### config.mk
export PLATFORM = sky130hd
export DESIGN_NAME = h264_length_prefix_to_start_code
export DESIGN_NICKNAME = d
export VERILOG_FILES = /design/src/hdl/l2sc_pkg.sv /design/src/hdl/h264_length_prefix_to_start_code.sv /design/src/hdl/l2sc_parser.sv /design/src/hdl/l2sc_emitter.sv
export SDC_FILE = /design/constraint.sdc
export NUM_CORES = 1
export LEC_CHECK = 0
export BUFFER_PORTS_ARGS = -buffer_cell sky130_fd_sc_hd__buf_2
export CORE_MARGIN = 2
export CORE_UTILIZATION = 30
export DETAILED_ROUTE_END_ITERATION = 8
export PLACE_DENSITY = 0.5
export SLEW_MARGIN = 20
export SYNTH_ARGS = -nofsm -noshare
export SYNTH_HDL_FRONTEND = slang
export SYNTH_SLANG_ARGS = --single-unit
export TNS_END_PERCENT = 10
### constraint.sdc
create_clock -name clk -period 4.8 [get_ports clk]
set_input_delay 0.72 -clock clk [delete_from_list [all_inputs] [get_ports clk]]
set_output_delay 0.72 -clock clk [all_outputs]
set_load 0.03 [all_outputs]
### src/hdl/l2sc_pkg.sv
// ----------------------------------------------------------------------------
// l2sc_pkg: shared types and constants
// Parse phase codes, NAL type codes and the result descriptor that the
// parser hands to the emitter.
// ----------------------------------------------------------------------------
package l2sc_pkg;

  localparam logic [3:0] PH_START      = 4'd0;
  localparam logic [3:0] PH_S_LEN      = 4'd1;
  localparam logic [3:0] PH_NAL_HEAD   = 4'd2;
  localparam logic [3:0] PH_NAL_BODY   = 4'd3;
  localparam logic [3:0] PH_R_HEAD     = 4'd4;
  localparam logic [3:0] PH_R_SPSCNT   = 4'd5;
  localparam logic [3:0] PH_R_LEN      = 4'd6;
  localparam logic [3:0] PH_R_PPSCNT   = 4'd7;
  localparam logic [3:0] PH_R_AFTERPPS = 4'd8;
  localparam logic [3:0] PH_R_EXT      = 4'd9;
  localparam logic [3:0] PH_R_DONE     = 4'd10;

  localparam logic [3:0] NAL_ANY     = 4'd0;
  localparam logic [3:0] NAL_SPS     = 4'd7;
  localparam logic [3:0] NAL_PPS     = 4'd8;
  localparam logic [3:0] NAL_SPS_EXT = 4'd13;

  localparam logic [7:0] PROFILE_HIGH = 8'd100;

  localparam logic MODE_SAMPLE = 1'b0;
  localparam logic MODE_RECORD = 1'b1;

  localparam logic KIND_DATA   = 1'b0;
  localparam logic KIND_STATUS = 1'b1;

  // Results caused by one input item.
  typedef struct packed {
    logic       start_code;
    logic       data;
    logic [7:0] data_byte;
    logic       status;
    logic       bad;
  } l2sc_desc_t;

endpackage

### src/hdl/h264_length_prefix_to_start_code.sv
// ----------------------------------------------------------------------------
// h264_length_prefix_to_start_code: length prefix to start code converter
// Converts length-prefixed NAL units or a decoder configuration record
// into a start-code byte stream, closing each unit with a status item.
// ----------------------------------------------------------------------------
// The input channel takes one byte per item, with in_last on the final byte
// of a unit. The result channel gives data bytes (out_kind low) and, for
// each in_last, one status item with out_unit_status set if the unit was
// invalid; the consumer then drops everything given for that unit.
// cfg_unit_mode selects sample or record parsing; it is always ready and
// takes effect at the next unit's first byte.
// Each item is parsed in the cycle it is accepted and its results appear
// from the result register the next cycle, one per cycle while the
// receiver is ready. An item causes zero to six results, so the input
// runs at one item per cycle while the receiver is ready, except while an
// item's extra results are sent: the start code of a NAL header, and the
// status item of a closing byte that also gives a data byte or start code.
// An item that causes no result never stalls the input.
// Reset returns the parser to the start of a unit in sample mode and
// empties the result register. When the receiver stalls, the current
// result holds and the input stalls once the pending item's results
// are not yet all taken.
// ----------------------------------------------------------------------------
module h264_length_prefix_to_start_code (
  input  logic       clk,
  input  logic       rst_n,
  input  logic       cfg_valid,
  output logic       cfg_ready,
  input  logic       cfg_unit_mode,
  input  logic       in_valid,
  output logic       in_ready,
  input  logic [7:0] in_byte,
  input  logic       in_last,
  output logic       out_valid,
  input  logic       out_ready,
  output logic       out_kind,
  output logic [7:0] out_byte,
  output logic       out_unit_status,
  output logic       out_run_last
);
  import l2sc_pkg::*;

  l2sc_desc_t desc;
  logic       free;
  logic       take;

  assign cfg_ready = 1'b1;
  assign in_ready  = free;
  assign take      = in_valid && free;

  l2sc_parser u_parser (
    .clk           (clk),
    .rst_n         (rst_n),
    .cfg_we        (cfg_valid),
    .cfg_unit_mode (cfg_unit_mode),
    .item_take     (take),
    .item_byte     (in_byte),
    .item_last     (in_last),
    .desc          (desc)
  );

  l2sc_emitter u_emitter (
    .clk             (clk),
    .rst_n           (rst_n),
    .load            (take),
    .desc            (desc),
    .free            (free),
    .out_valid       (out_valid),
    .out_ready       (out_ready),
    .out_kind        (out_kind),
    .out_byte        (out_byte),
    .out_unit_status (out_unit_status),
    .out_run_last    (out_run_last)
  );

endmodule

### src/hdl/l2sc_parser.sv
// ----------------------------------------------------------------------------
// l2sc_parser: unit parser
// Holds the parse state of the current unit and, for each accepted item,
// updates it and describes the results that the item causes.
// ----------------------------------------------------------------------------
module l2sc_parser (
  input  logic                clk,
  input  logic                rst_n,
  input  logic                cfg_we,
  input  logic                cfg_unit_mode,
  input  logic                item_take,
  input  logic [7:0]          item_byte,
  input  logic                item_last,
  output l2sc_pkg::l2sc_desc_t desc
);
  import l2sc_pkg::*;

  logic        mode_r;
  logic [3:0]  phase_r, phase_nxt;
  logic [2:0]  fbi_r, fbi_nxt;
  logic [31:0] acc_r, acc_nxt;
  logic [31:0] left_r, left_nxt;
  logic [7:0]  sets_r, sets_nxt;
  logic [3:0]  exp_r, exp_nxt;
  logic [7:0]  prof_r, prof_nxt;
  logic        err_r, err_nxt;

  logic [3:0]  ph;
  logic [31:0] acc_eff;
  logic [2:0]  fbi_eff;
  logic        finish;
  logic [7:0]  sets_dec;
  logic        ok;
  logic [7:0]  b;

  always_comb begin
    b         = item_byte;
    phase_nxt = phase_r;
    fbi_nxt   = fbi_r;
    acc_nxt   = acc_r;
    left_nxt  = left_r;
    sets_nxt  = sets_r;
    exp_nxt   = exp_r;
    prof_nxt  = prof_r;
    err_nxt   = err_r;
    desc      = '0;
    finish    = 1'b0;
    ph        = phase_r;
    acc_eff   = acc_r;
    fbi_eff   = fbi_r;
    sets_dec  = sets_r - 8'd1;
    ok        = 1'b0;

    if (!err_r) begin
      if (phase_r == PH_START && mode_r == MODE_RECORD) begin
        ph = PH_START;
        if (b != 8'd1) begin
          err_nxt = 1'b1;
        end else begin
          phase_nxt = PH_R_HEAD;
          fbi_nxt   = 3'd1;
        end
      end else begin
        if (phase_r == PH_START) begin
          ph      = PH_S_LEN;
          acc_eff = '0;
          fbi_eff = '0;
          exp_nxt = NAL_ANY;
          phase_nxt = PH_S_LEN;
        end
        case (ph)
          PH_S_LEN: begin
            acc_nxt = {acc_eff[23:0], b};
            fbi_nxt = fbi_eff + 3'd1;
            if (fbi_eff == 3'd3) begin
              fbi_nxt = '0;
              if (acc_nxt == '0) err_nxt = 1'b1;
              else phase_nxt = PH_NAL_HEAD;
            end
          end
          PH_R_LEN: begin
            acc_nxt = {16'd0, acc_eff[7:0], b};
            if (fbi_eff == 3'd0) begin
              fbi_nxt = 3'd1;
            end else begin
              fbi_nxt = '0;
              if (acc_nxt == '0) err_nxt = 1'b1;
              else phase_nxt = PH_NAL_HEAD;
            end
          end
          PH_NAL_HEAD: begin
            if (b[7] || (exp_r != NAL_ANY && {3'd0, b[4:0]} != {4'd0, exp_r})) begin
              err_nxt = 1'b1;
            end else begin
              desc.start_code = 1'b1;
              desc.data       = 1'b1;
              desc.data_byte  = b;
              left_nxt        = acc_r - 32'd1;
              if (left_nxt == '0) finish = 1'b1;
              else phase_nxt = PH_NAL_BODY;
            end
          end
          PH_NAL_BODY: begin
            desc.data      = 1'b1;
            desc.data_byte = b;
            left_nxt       = left_r - 32'd1;
            if (left_nxt == '0) finish = 1'b1;
          end
          PH_R_HEAD: begin
            if (fbi_r == 3'd1) prof_nxt = b;
            if (fbi_r >= 3'd4) begin
              if (b != 8'hff) err_nxt = 1'b1;
              else phase_nxt = PH_R_SPSCNT;
            end
            fbi_nxt = fbi_r + 3'd1;
          end
          PH_R_SPSCNT: begin
            if (b[7:5] != 3'b111 || b[4:0] == 5'd0) begin
              err_nxt = 1'b1;
            end else begin
              sets_nxt  = {3'd0, b[4:0]};
              exp_nxt   = NAL_SPS;
              phase_nxt = PH_R_LEN;
              fbi_nxt   = '0;
              acc_nxt   = '0;
            end
          end
          PH_R_PPSCNT: begin
            if (b == 8'd0) begin
              err_nxt = 1'b1;
            end else begin
              sets_nxt  = b;
              exp_nxt   = NAL_PPS;
              phase_nxt = PH_R_LEN;
              fbi_nxt   = '0;
              acc_nxt   = '0;
            end
          end
          PH_R_AFTERPPS: begin
            if (prof_r != PROFILE_HIGH || b[7:2] != 6'h3f) begin
              err_nxt = 1'b1;
            end else begin
              phase_nxt = PH_R_EXT;
              fbi_nxt   = 3'd1;
            end
          end
          PH_R_EXT: begin
            if (fbi_r < 3'd3) begin
              if (b[7:3] != 5'h1f) err_nxt = 1'b1;
              else fbi_nxt = fbi_r + 3'd1;
            end else if (b == 8'd0) begin
              phase_nxt = PH_R_DONE;
            end else begin
              sets_nxt  = b;
              exp_nxt   = NAL_SPS_EXT;
              phase_nxt = PH_R_LEN;
              fbi_nxt   = '0;
              acc_nxt   = '0;
            end
          end
          default: begin
            err_nxt = 1'b1;
          end
        endcase

        if (finish) begin
          if (exp_r == NAL_ANY) begin
            phase_nxt = PH_S_LEN;
            fbi_nxt   = '0;
            acc_nxt   = '0;
          end else begin
            sets_nxt = sets_dec;
            if (sets_dec != 8'd0) begin
              phase_nxt = PH_R_LEN;
              fbi_nxt   = '0;
              acc_nxt   = '0;
            end else if (exp_r == NAL_SPS) begin
              phase_nxt = PH_R_PPSCNT;
            end else if (exp_r == NAL_PPS) begin
              phase_nxt = PH_R_AFTERPPS;
            end else begin
              phase_nxt = PH_R_DONE;
            end
          end
        end
      end
    end

    if (item_last) begin
      ok = !err_nxt && ((phase_nxt == PH_S_LEN && fbi_nxt == 3'd0) ||
                        phase_nxt == PH_R_AFTERPPS || phase_nxt == PH_R_DONE);
      desc.status = 1'b1;
      desc.bad    = !ok;
      phase_nxt   = PH_START;
      fbi_nxt     = '0;
      acc_nxt     = '0;
      left_nxt    = '0;
      sets_nxt    = '0;
      exp_nxt     = NAL_ANY;
      prof_nxt    = '0;
      err_nxt     = 1'b0;
    end
  end

  always_ff @(posedge clk) begin
    if (!rst_n) begin
      mode_r  <= MODE_SAMPLE;
      phase_r <= PH_START;
      fbi_r   <= '0;
      acc_r   <= '0;
      left_r  <= '0;
      sets_r  <= '0;
      exp_r   <= NAL_ANY;
      prof_r  <= '0;
      err_r   <= 1'b0;
    end else begin
      if (cfg_we) mode_r <= cfg_unit_mode;
      if (item_take) begin
        phase_r <= phase_nxt;
        fbi_r   <= fbi_nxt;
        acc_r   <= acc_nxt;
        left_r  <= left_nxt;
        sets_r  <= sets_nxt;
        exp_r   <= exp_nxt;
        prof_r  <= prof_nxt;
        err_r   <= err_nxt;
      end
    end
  end

endmodule

### src/hdl/l2sc_emitter.sv
// ----------------------------------------------------------------------------
// l2sc_emitter: result sequencer
// Registers the result descriptor of one item and delivers its results
// one per cycle when out_ready is high: start code, data byte, status item.
// ----------------------------------------------------------------------------
module l2sc_emitter (
  input  logic                 clk,
  input  logic                 rst_n,
  input  logic                 load,
  input  l2sc_pkg::l2sc_desc_t desc,
  output logic                 free,
  output logic                 out_valid,
  input  logic                 out_ready,
  output logic                 out_kind,
  output logic [7:0]           out_byte,
  output logic                 out_unit_status,
  output logic                 out_run_last
);
  import l2sc_pkg::*;

  l2sc_desc_t desc_r;
  logic       vld_r;
  logic [2:0] step_r, step_nxt;
  logic [2:0] count;
  logic [2:0] pos;
  logic       final_step;
  logic       has_results;

  assign count = (desc_r.start_code ? 3'd4 : 3'd0) + {2'd0, desc_r.data} +
                 {2'd0, desc_r.status};
  assign final_step  = (step_r == count - 3'd1);
  assign free        = !vld_r || (out_ready && final_step);
  assign has_results = desc.start_code || desc.data || desc.status;
  assign out_valid   = vld_r;
  assign out_run_last = final_step;

  always_comb begin
    pos             = desc_r.start_code ? step_r - 3'd4 : step_r;
    out_kind        = KIND_DATA;
    out_byte        = '0;
    out_unit_status = 1'b0;
    if (desc_r.start_code && step_r < 3'd4) begin
      out_byte = (step_r == 3'd3) ? 8'd1 : 8'd0;
    end else if (desc_r.data && pos == 3'd0) begin
      out_byte = desc_r.data_byte;
    end else begin
      out_kind        = KIND_STATUS;
      out_unit_status = desc_r.bad;
    end
  end

  always_comb begin
    step_nxt = step_r;
    if (vld_r && out_ready) step_nxt = step_r + 3'd1;
    if (load) step_nxt = '0;
  end

  always_ff @(posedge clk) begin
    if (!rst_n) begin
      vld_r  <= 1'b0;
      step_r <= '0;
    end else begin
      step_r <= step_nxt;
      if (load) vld_r <= has_results;
      else if (out_ready && final_step) vld_r <= 1'b0;
    end
  end

  always_ff @(posedge clk) begin
    if (load) desc_r <= desc;
  end

endmodule
==> run metrics, run 1 <==
vias per cell 5.70; crit-path cells inv_1 -> ha_1 -> nor4b_2 -> a31oi_1 -> a311oi_1 -> nand4b_1 -> nor4_1 -> nand3_1 -> a21oi_2 -> nor3_1 -> o21a_4 -> a22o_1; clk root buf clkbuf_16; antenna cells 0; fraction of layout cells with a size suffix above 1 0.0996; period utilization 0.860; # port buffers 27; top-count cell post-synth nor2_1; Peak VDD IR 0.177 mV; Avg Synthesized Cell Area 7.84 um^2; TritonCTS Sinks around 110; critical path's slowest cell nor4_1; post-DP HPWL around 19000 um; Crit path largest cell delay 0.54 ns; Synth area leaders dfxtp_1 24%, nor2_1 4.9%, edfxtp_1 4.5%; area fraction of the dominant cell type after synthesis 0.240; GP Congestion between 0.8 and 0.9; Post-synth top cells 105 x nor2_1, 97 x dfxtp_1, 76 x nand2_1, 55 x clkbuf_1, 51 x o21ai_0; leakage 3.30 nW; Clk pin slew, worst setup/hold paths 0.08 ns; grt total ovfl 0; Syn Nets 1061; initial antenna violation count 0; Post-CTS Resized 0; RSZ-0062 raised after global routing false; synthesis-stage register bit count 109; YS warnings 0; CP Capture Type flop; antenna viol nets, final 0; maximum number of pins on one net before global-route repair 60; WP data arrival 4.37 ns; row count 60; measured slew at the worst slew-check pin just under 0.7 ns; Setup Viol. Count Final 0; WL final 25800 um; Area growth, synth to finish 7.99%; GR Util met3 0.0233; met2 usage 0.278; TritonCTS clock tree done; TritonCTS Buffers 9; Final Hold Vio Count 0; number of H-tree levels 3; Fillers 2838; final-report max-slew violation count 0; Fmax 242 MHz; Main synth FF type dfxtp_1; via count of the first global-routing pass 7138; synthesized area 8080 um^2; core area 26700 um^2; Initial Util 0.302; largest area contributor in the netlist dfxtp_1; M1 GR Usage 0.270; WP data required 5.04 ns; pre-CTS worst setup slack approximately 0.83 ns; Startpoint Class flop; Worst Skew roughly 0.015 ns; Post-synth EDFFs 12; Global Route Usage Sum 0.182; Routed WL per cell 19.1 um; layout net count between 1k and 1.5k; Tmin final 4.13 ns; full die area 28300 um^2; Power per Cell Area 275 nW/um^2; Power, Total 2.40 mW; worst-path fanout max 32; number of buffers added for setup after CTS 0; Die Ht 168 um; worst hold path type flop to flop; Layout Utilization 0.326; outcome complete, no violations; post-synthesis cell type count 87; sequential area share after synthesis 0.285; drc violations 0; via count approximately 7.7k; DRT Pass-1 Iters 5; global routing's busiest layer met2; Hold-fix buffers, CTS 0; Die Wd 168 um; post-route setup slack approximately 0.67 ns; Async SR Flop Fraction 0; Rel. slew slack 0.538; first-pass GRT wire length 40800 um; Mapped Cells just over 1k; TNS Setup 0 ns; DRT iter0 DRCs around 630; CTS max path bufs 2; latest clock arrival within the worst-skew pair about 0.36 ns; # Max-Cap Violations 0; worst setup path class flop to flop; # IOs 29
## flip-flops by register name, indices dropped and copies added, names as in the netlist
name and flops:
u_parser.fbi_r 3, u_parser.prof_r 8, u_emitter.out_valid 1, u_parser.mode_r 1
u_parser.sets_r 8, u_parser.left_r 32, u_emitter.desc_r 12, u_parser.phase_r 4
u_emitter.step_r 3, u_parser.exp_r 4, u_parser.acc_r 32, u_parser.err_r 1
## logic make-up (layout without fill, tap and decap cells)
group,after synthesis,count (layout),synth area share
flip-flops,109,109,0.285
buffers and inverters,106,90,0.0590
XOR/XNOR,46,46,0.0499
adder cells (fa/ha/maj),16,16,0.0248
multiplexers,11,11,0.0136
other,1,1,0.000464
AND/OR/NAND/NOR,456,456,0.319
AO/OA/AOI/OAI,285,285,0.249
## placed cells by master (no fill, tap or decap), types with 24 or more instances in the layout
| cell | netlist | layout |
|---|---|---|
| and2_1 | 24 | 24 |
| buf_2 | 9 | 27 |
| dfxtp_1 | 97 | 97 |
| o21ai_0 | 51 | 51 |
| nor4_1 | 24 | 24 |
| nor2_1 | 105 | 105 |
| nand2_1 | 76 | 76 |
| nand3_1 | 31 | 31 |
| nor3_1 | 43 | 42 |
| inv_1 | 28 | 28 |
| xor2_1 | 25 | 25 |
| a22o_1 | 38 | 38 |
| a21oi_1 | 49 | 49 |
| nor2b_1 | 33 | 33 |
## where the power goes
group	internal [mW]	switching, mW	total, mW
Combinational	0.237	0.427	0.664
Sequential	0.947	0.0431	0.990
Clock	0.366	0.380	0.746
## stage by stage
step | std cells | cell area, um^2 | hold WS [ns]
final | 1355 | 8730 | 0.494
after global routing | 1355 | 8730 | 0.535
after CTS | 1355 | 8730 | 0.496
after detailed placement | 1339 | 8430 | 0.482
after global placement | 1339 | 8430 | 0.479
after floorplan | 1030 | 8080 | 0.459
## worst max-delay path, delay by kind of cell (launching register included)
family / cells / cell delay, ns
flip-flops: 1 / 0.36
adder cells (fa/ha/maj): 1 / 0.27
buffers and inverters: 1 / 0.11
AO/OA/AOI/OAI: 5 / 1.64
AND/OR/NAND/NOR: 5 / 1.62
## layout make-up
type / count / area [um^2] / share of cell area
multi-input combinational: 815 / 5320 / 0.610
sequential: 109 / 2300 / 0.264
tap: 341 / 427 / 0.0489
timing repair buffer: 46 / 278 / 0.0318
clock buffer: 9 / 225 / 0.0258
inverter: 28 / 105 / 0.0120
clock inverter: 7 / 67.6 / 0.00774
## worst paths after layout
check | startpoint | end | slack (ns) | cells after the start
hold reg to reg | u_parser.sets_r[1] | u_parser.sets_r[1] | 0.49 | 2
setup reg to reg | u_parser.left_r[0] | u_parser.acc_r[19] | 0.67 | 12
hold / removal | u_parser.sets_r[1] | u_parser.sets_r[1] | 0.49 | 2
setup / recovery | u_parser.left_r[0] | u_parser.acc_r[19] | 0.67 | 12
## per-layer routing
metal	wire (um)	up-vias
li1	-	3764
met1	12700	3694
met2	11200	251
met3	1550	20
met4	318	0
met5	0	-
Power figures use the tool's default switching activity.
==> run 2, diff against run 1 <==
Settings changed: CORE_MARGIN 2 to default, CTS_BUF_LIST from default to sky130_fd_sc_hd__clkbuf_16, REMOVE_ABC_BUFFERS from default to 1.
==> run 2 against run 1 <==
The flow now finishes with violations (DRC). Routed wire length decreased by 0.14%. First-iteration DRC count up 12%. Via count shrank 1.1%. Fmax rose by 4.6%. Clock power decreased by 1%. Power down 0.77%. Core utilization grew 0.51 points. Non-clock buffer count is 2 lower. Sequential power barely moved. Register-to-register slack better by 0.18 ns. Global-route usage increased by 0.62 points. Critical path type unchanged.
==> run metrics, run 2 (synthesis results as in run 1) <==
outcome finished with violations; failing checks DRC; Crit path largest cell delay 0.60 ns (+0.06 ns); via count of the first global-routing pass 7156 (+0.25%); Fillers 2789 (-1.7%); leakage 3.28 nW (-0.51%); grt total ovfl 0 (unchanged); Global Route Usage Sum 0.188 (+0.00621); multi-input logic area 5320 um^2 (about the same); Final Instance Count excl. Fillers 1347 (-0.59%); RSZ-0062 raised after global routing false; WP data required 5.05 ns (about the same); R2R Setup Slk 0.85 ns (+0.18 ns); most frequent cells in the layout 105 x nor2_1, 97 x dfxtp_1, 76 x nand2_1; most common cell after layout, fill and taps aside nor2_1; period utilization 0.822 (-0.0380); measured slew at the worst slew-check pin 0.868 ns (+0.175 ns); TNS Setup 0 ns (unchanged); CP Capture Type flop; worst hold path type flop to flop; post-DP HPWL 18800 um (-0.29%); Peak VDD IR 0.143 mV (-19%); DRT iter0 DRCs 706 (+12%); CTS max path bufs 2 (unchanged); vias per cell 5.67 (-0.54%); Initial Util 0.308 (+0.00599); CP dominant cell by count nand2_1; dpl cell area 8410 um^2 (-0.33%); drc violations 1 (+1); post-route setup slack 0.853 ns (+0.182 ns); GP Congestion 0.890 (+0.50%); Hold-fix buffers, CTS 0 (unchanged); Crit path max-delay family simple AND/OR/NAND/NOR gates; via count 7642 (-1.1%); crit-path cells inv_1 -> ha_1 -> nor4b_2 -> nand2_1 -> o21ai_0 -> nand2_1 -> nor4_1 -> nand3_1 -> a21oi_2 -> nor3_1 -> o21a_4 -> a22o_1; Die Ht 166 um (-1.2%); Setup Viol. Count Final 0 (unchanged); Fmax 253 MHz (+4.6%); full die area 27600 um^2 (-2.4%); antenna viol nets, final 0 (unchanged); Final Hold Vio Count 0 (unchanged); Inst Count DP 1331 (-0.60%); worst setup path class flop to flop; Post-CTS Resized 0 (unchanged); TritonCTS Buffers 9 (unchanged); Routed WL per cell 19.2 um (+0.45%); Startpoint Class flop; Clk pin slew, worst setup/hold paths 0.08 ns (about the same); pre-CTS worst setup slack 0.966 ns (+0.139 ns); worst-path fanout max 32 (unchanged); Power per Cell Area 274 nW/um^2 (-0.36%); antenna cells 0 (unchanged); Tmin final 3.95 ns (-0.182 ns); clk root buf clkbuf_16; WL final 25800 um (-0.14%); WP buf/inv 1 (unchanged); Die Wd 166 um (-1.2%); # IOs 29 (unchanged); maximum number of pins on one net before global-route repair 38 (-37%); WP data arrival 4.20 ns (-0.17 ns); Area growth, synth to finish 7.54%; WP depth 12 (unchanged); Register Area 2300 um^2 (unchanged); number of H-tree levels 3 (unchanged); TritonCTS clock tree done; row count 59 (-1.7%); DRT Pass-1 Iters 7 (+2); Power, Total 2.38 mW (-0.77%); fraction of layout cells with a size suffix above 1 0.0978 (-0.00178); initial antenna violation count 0 (unchanged); latest clock arrival within the worst-skew pair 0.37 ns (about the same); TritonCTS Sinks 109 (unchanged); core area 26200 um^2 (-1.9%); # port buffers 27 (unchanged); R2R cell count 12 (unchanged); Rel. slew slack 0.420 (-0.118); critical path's slowest cell nor4_1; layout net count 1038 (-0.19%); Worst Skew 0.0126 ns (-0.00262 ns); first-pass GRT wire length 41100 um (+0.62%); biggest regs u_parser.acc_r x32, u_parser.left_r x32, u_emitter.desc_r x12; Final Cell Area 8690 um^2 (-0.42%); number of buffers added for setup after CTS 0 (unchanged); # Max-Cap Violations 0 (unchanged); final-report max-slew violation count 0 (unchanged); Hold Crit Depth 2 (unchanged)
[run 2: cell count changes in the layout (fill, tap and decap cells not counted), sizes merged]
cell and delta:
buf -2, inv -1, clkinvlp +1
[run 2: worst register-to-register path, stage by stage (launching register included)]
cell and delay [ns]:
dfxtp_1 0.37, inv_1 0.12, ha_1 0.28, nor4b_2 0.45, nand2_1 0.33, o21ai_0 0.29
nand2_1 0.11, nor4_1 0.60, nand3_1 0.27, a21oi_2 0.31, nor3_1 0.09, o21a_4 0.34
a22o_1 0.28
[run 2: worst paths after layout]
path / to / from
hold reg to reg: u_emitter.step_r[1] / u_emitter.out_valid
hold / removal: u_emitter.step_r[1] / u_emitter.out_valid
setup reg to reg: u_parser.acc_r[26] / u_parser.left_r[0]
setup / recovery: u_parser.acc_r[26] / u_parser.left_r[0]
[run 2: where the power goes]
part / switching, mW / internal (mW) / total (mW)
Sequential: 0.0393 / 0.947 / 0.987
Combinational: 0.424 / 0.236 / 0.659
Clock: 0.377 / 0.359 / 0.736
Total: 0.840 / 1.54 / 2.38
[run 2: final cells by class]
type / instances / area share
inverters: 28 / 0.0121
well taps: 335 / 0.0482
clock buffers: 9 / 0.0259
flip-flops and latches: 109 / 0.265
repair buffers: 44 / 0.0302
multi-input cells: 815 / 0.612
clock inverters: 7 / 0.00677
[run 2: metal layers]
layer | GRT usage | part of all wire
met5 | 0 | 0
met4 | 0.0695 | 0.023
met3 | 0.0229 | 0.049
met2 | 0.289 | 0.44
met1 | 0.268 | 0.48
[run 2: metrics by stage]
step | utilization | hold WS (ns)
after detailed placement | 0.321 | 0.490
after global routing | 0.332 | 0.518
after floorplan | - | 0.459
final | 0.332 | 0.501
after global placement | 0.321 | 0.481
after CTS | 0.332 | 0.501
==> run 3, diff against run 2 <==
Settings changed: ABC_AREA from default to 1, PLACE_DENSITY 0.5 to 0.51.
Clock period 4.8 ns to 3.2 ns, I/O delays scaled along.
==> run 3 against run 2 <==
The run now ends clean. Clock-buffer cell count stayed put. Critical path type unchanged. Via count is 13% higher. Fmax is 34% higher. Combinational power is 100% higher. Non-clock buffer count is 28 higher. Core utilization is 1.3 points higher. Routed wire length is 11% higher.
==> run metrics, run 3 <==
post-DP HPWL 22300 um (+18%); # IOs 29 (unchanged); Clk pin slew, worst setup/hold paths 0.08 ns (about the same); Worst Skew 0.0125 ns (-0.0000977 ns); grt total ovfl 0 (unchanged); Worst Setup SP u_parser.acc_r[1]; R2R Setup Slk 0.26 ns (-0.60 ns); Fillers 2930 (+5.1%); area fraction of the dominant cell type after synthesis 0.236 (-0.00449); full die area 28100 um^2 (+1.9%); sequential area share after synthesis 0.280 (-0.00533); Post-synth top cells 315 x nand2_1, 214 x nor2_1, 151 x inv_1, 97 x dfxtp_1, 91 x nand3_1; YS warnings 0 (unchanged); WP data required 3.51 ns (-1.54 ns); Global Route Usage Sum 0.207 (+0.0193); Area growth, synth to finish 12.9%; largest area contributor in the netlist dfxtp_1; biggest regs u_parser.acc_r x32, u_parser.left_r x32, u_emitter.desc_r x12; antenna cells 0 (unchanged); Post-synth EDFFs 12 (unchanged); via count of the first global-routing pass 8111 (+13%); R2R cell count 20 (+8); measured slew at the worst slew-check pin 0.596 ns (-0.272 ns); Die Ht 168 um (+0.94%); Async SR Flop Fraction 0 (unchanged); most frequent cells in the layout 314 x nand2_1, 212 x nor2_1, 151 x inv_1; most common cell after layout, fill and taps aside nand2_1; Tmin final 2.94 ns (-1.00 ns); worst setup path class flop to flop; layout net count 1392 (+34%); Comb pwr share 0.331 (+0.054); number of H-tree levels 3 (unchanged); final-report max-slew violation count 0 (unchanged); Final Instance Count excl. Fillers 1707 (+27%); # port buffers 27 (unchanged); crit-path cells inv_1 -> ha_2 -> nand2_2 -> nor2_4 -> buf_4 -> nand3_1 -> nand2_1 -> nand2_1 -> nand2_1 -> nor2_1 -> nand2_1 -> nor2_4 -> nand2_4 -> nand2_8 -> nand2_8 -> nand2_8 -> buf_12 -> nor3_4 -> a22oi_2 -> nor2_2; core area 27000 um^2 (+2.8%); initial antenna violation count 0 (unchanged); GP Congestion 0.957 (+7.6%); Crit path largest cell delay 0.43 ns (-0.17 ns); Clk pwr share 0.295 (-0.014); Pint 2.42 mW (+57%); TritonCTS clock tree done; critical path's slowest cell nor3_4; # Max-Cap Violations 0 (unchanged); Final Hold Vio Count 0 (unchanged); drc violations 0 (-1); Die Wd 168 um (+0.94%); synthesis-stage register bit count 109 (unchanged); top-count cell post-synth nand2_1; DRT iter0 DRCs 746 (+5.7%); Power per Cell Area 435 nW/um^2 (+59%); via count 8613 (+13%); TritonCTS Buffers 9 (unchanged); TritonCTS Sinks 109 (unchanged); row count 60 (+1.7%); WP buf/inv 3 (+2); worst hold path type input pin to flop; Routed WL per cell 16.8 um (-12%); Worst R2R End u_parser.acc_r[10]; CP Capture Type flop; WP depth 20 (+8); Startpoint Class flop; Synth area leaders dfxtp_1 24%, nand2_1 14%, nor2_1 9.8%; Peak VDD IR 0.234 mV (+63%); Rel. slew slack 0.602 (+0.182); maximum number of pins on one net before global-route repair 54 (+42%); latest clock arrival within the worst-skew pair 0.37 ns (about the same); WL final 28700 um (+11%); CP dominant cell by count nand2_1; Hold-fix buffers, CTS 0 (unchanged); antenna viol nets, final 0 (unchanged); Mapped Cells 1318 (+28%); FF-to-FF Start u_parser.acc_r[1]; fraction of layout cells with a size suffix above 1 0.124 (+0.0259); TNS Setup 0 ns (unchanged); Avg Synthesized Cell Area 6.25 um^2 (-20%); CTS max path bufs 2 (unchanged); Setup Viol. Count Final 0 (unchanged); Fmax 340 MHz (+34%); Switching Share 0.402 (+0.0492); vias per cell 5.05 (-11%); Sw Pwr 1.63 mW (+94%); DRT Pass-1 Iters 5 (-2); Inst Count DP 1688 (+27%); post-synthesis cell type count 53 (-39%); worst-path fanout max 18 (-44%); Main synth FF type dfxtp_1; outcome complete, no violations; Crit path max-delay family simple AND/OR/NAND/NOR gates; CP Capture Point u_parser.acc_r[10]; synthesized area 8230 um^2 (+1.9%); part of the power in registers 0.373 (-0.041); Initial Util 0.306 (-0.00281); period utilization 0.920 (+0.0974); clk root buf clkbuf_16; leakage 4.08 nW (+24%); first-pass GRT wire length 45500 um (+11%); WP data arrival 3.25 ns (-0.95 ns)
run 3: logic make-up after synthesis:
logic type / after synthesis / synth area share
flip-flops: 109 / 0.280
AND/OR/NAND/NOR: 734 / 0.400
other: 1 / 0.000455
buffers and inverters: 202 / 0.0982
XOR/XNOR: 24 / 0.0255
adder cells (fa/ha/maj): 16 / 0.0243
AO/OA/AOI/OAI: 232 / 0.172
run 3: layout make-up:
type | instances | area (um^2) | area share
Sequential cell | 109 | 2300 | 0.248
Tap cell | 341 | 427 | 0.0459
Multi-Input combinational cell | 1007 | 5150 | 0.554
Clock inverter | 7 | 75.1 | 0.00808
Clock buffer | 9 | 225 | 0.0242
Timing Repair Buffer | 72 | 510 | 0.0549
Inverter | 162 | 608 | 0.0654
run 3: stage by stage:
step           instance area [um^2]  power [mW]  utilization  hold slack (ns)  setup WS [ns]
2_1_floorplan                  8030        2.40            -            0.439         -0.104
3_3_place_gp                   8950        2.86        0.332            0.454          0.186
3_5_place_dp                   8950        2.85        0.332            0.457          0.183
4_1_cts                        9250        4.04        0.343            0.290          0.167
5_1_grt                        9290        4.29        0.345            0.295        -0.0168
6_report                       9290        4.05        0.345            0.293          0.257
run 3: per-layer routing:
metal / share of wire / global-route usage
met5: 0 / 0
met2: 0.45 / 0.333
met3: 0.047 / 0.0260
met4: 0.024 / 0.0682
met1: 0.48 / 0.286
run 3: timing repair:
item | CTS | global route
setup buffers | 0 | 3
endpoints found under the setup margin | 0 | 16
resized for setup | 0 | 5
run 3: power by group through the flow:
stage	logic, mW	registers (mW)	clock network, mW
3_3_place_gp	1.31	1.54	0
6_report	1.34	1.51	1.19
3_5_place_dp	1.31	1.54	0
2_1_floorplan	0.876	1.52	0
4_1_cts	1.32	1.51	1.21
5_1_grt	1.50	1.52	1.28
run 3: worst min path at each step:
| stage | from | end | slack (ns) | cells past startpoint |
|---|---|---|---|---|
| 2_1_floorplan | u_parser.prof_r[7] | u_parser.prof_r[7] | 0.44 | 2 |
| 3_3_place_gp | u_parser.sets_r[1] | u_parser.sets_r[1] | 0.45 | 2 |
| 3_5_place_dp | u_parser.prof_r[6] | u_parser.prof_r[6] | 0.46 | 2 |
| 4_1_cts | cfg_valid | u_parser.mode_r | 0.29 | 2 |
| 5_1_grt | cfg_valid | u_parser.mode_r | 0.30 | 2 |
| 6_report | cfg_valid | u_parser.mode_r | 0.29 | 2 |
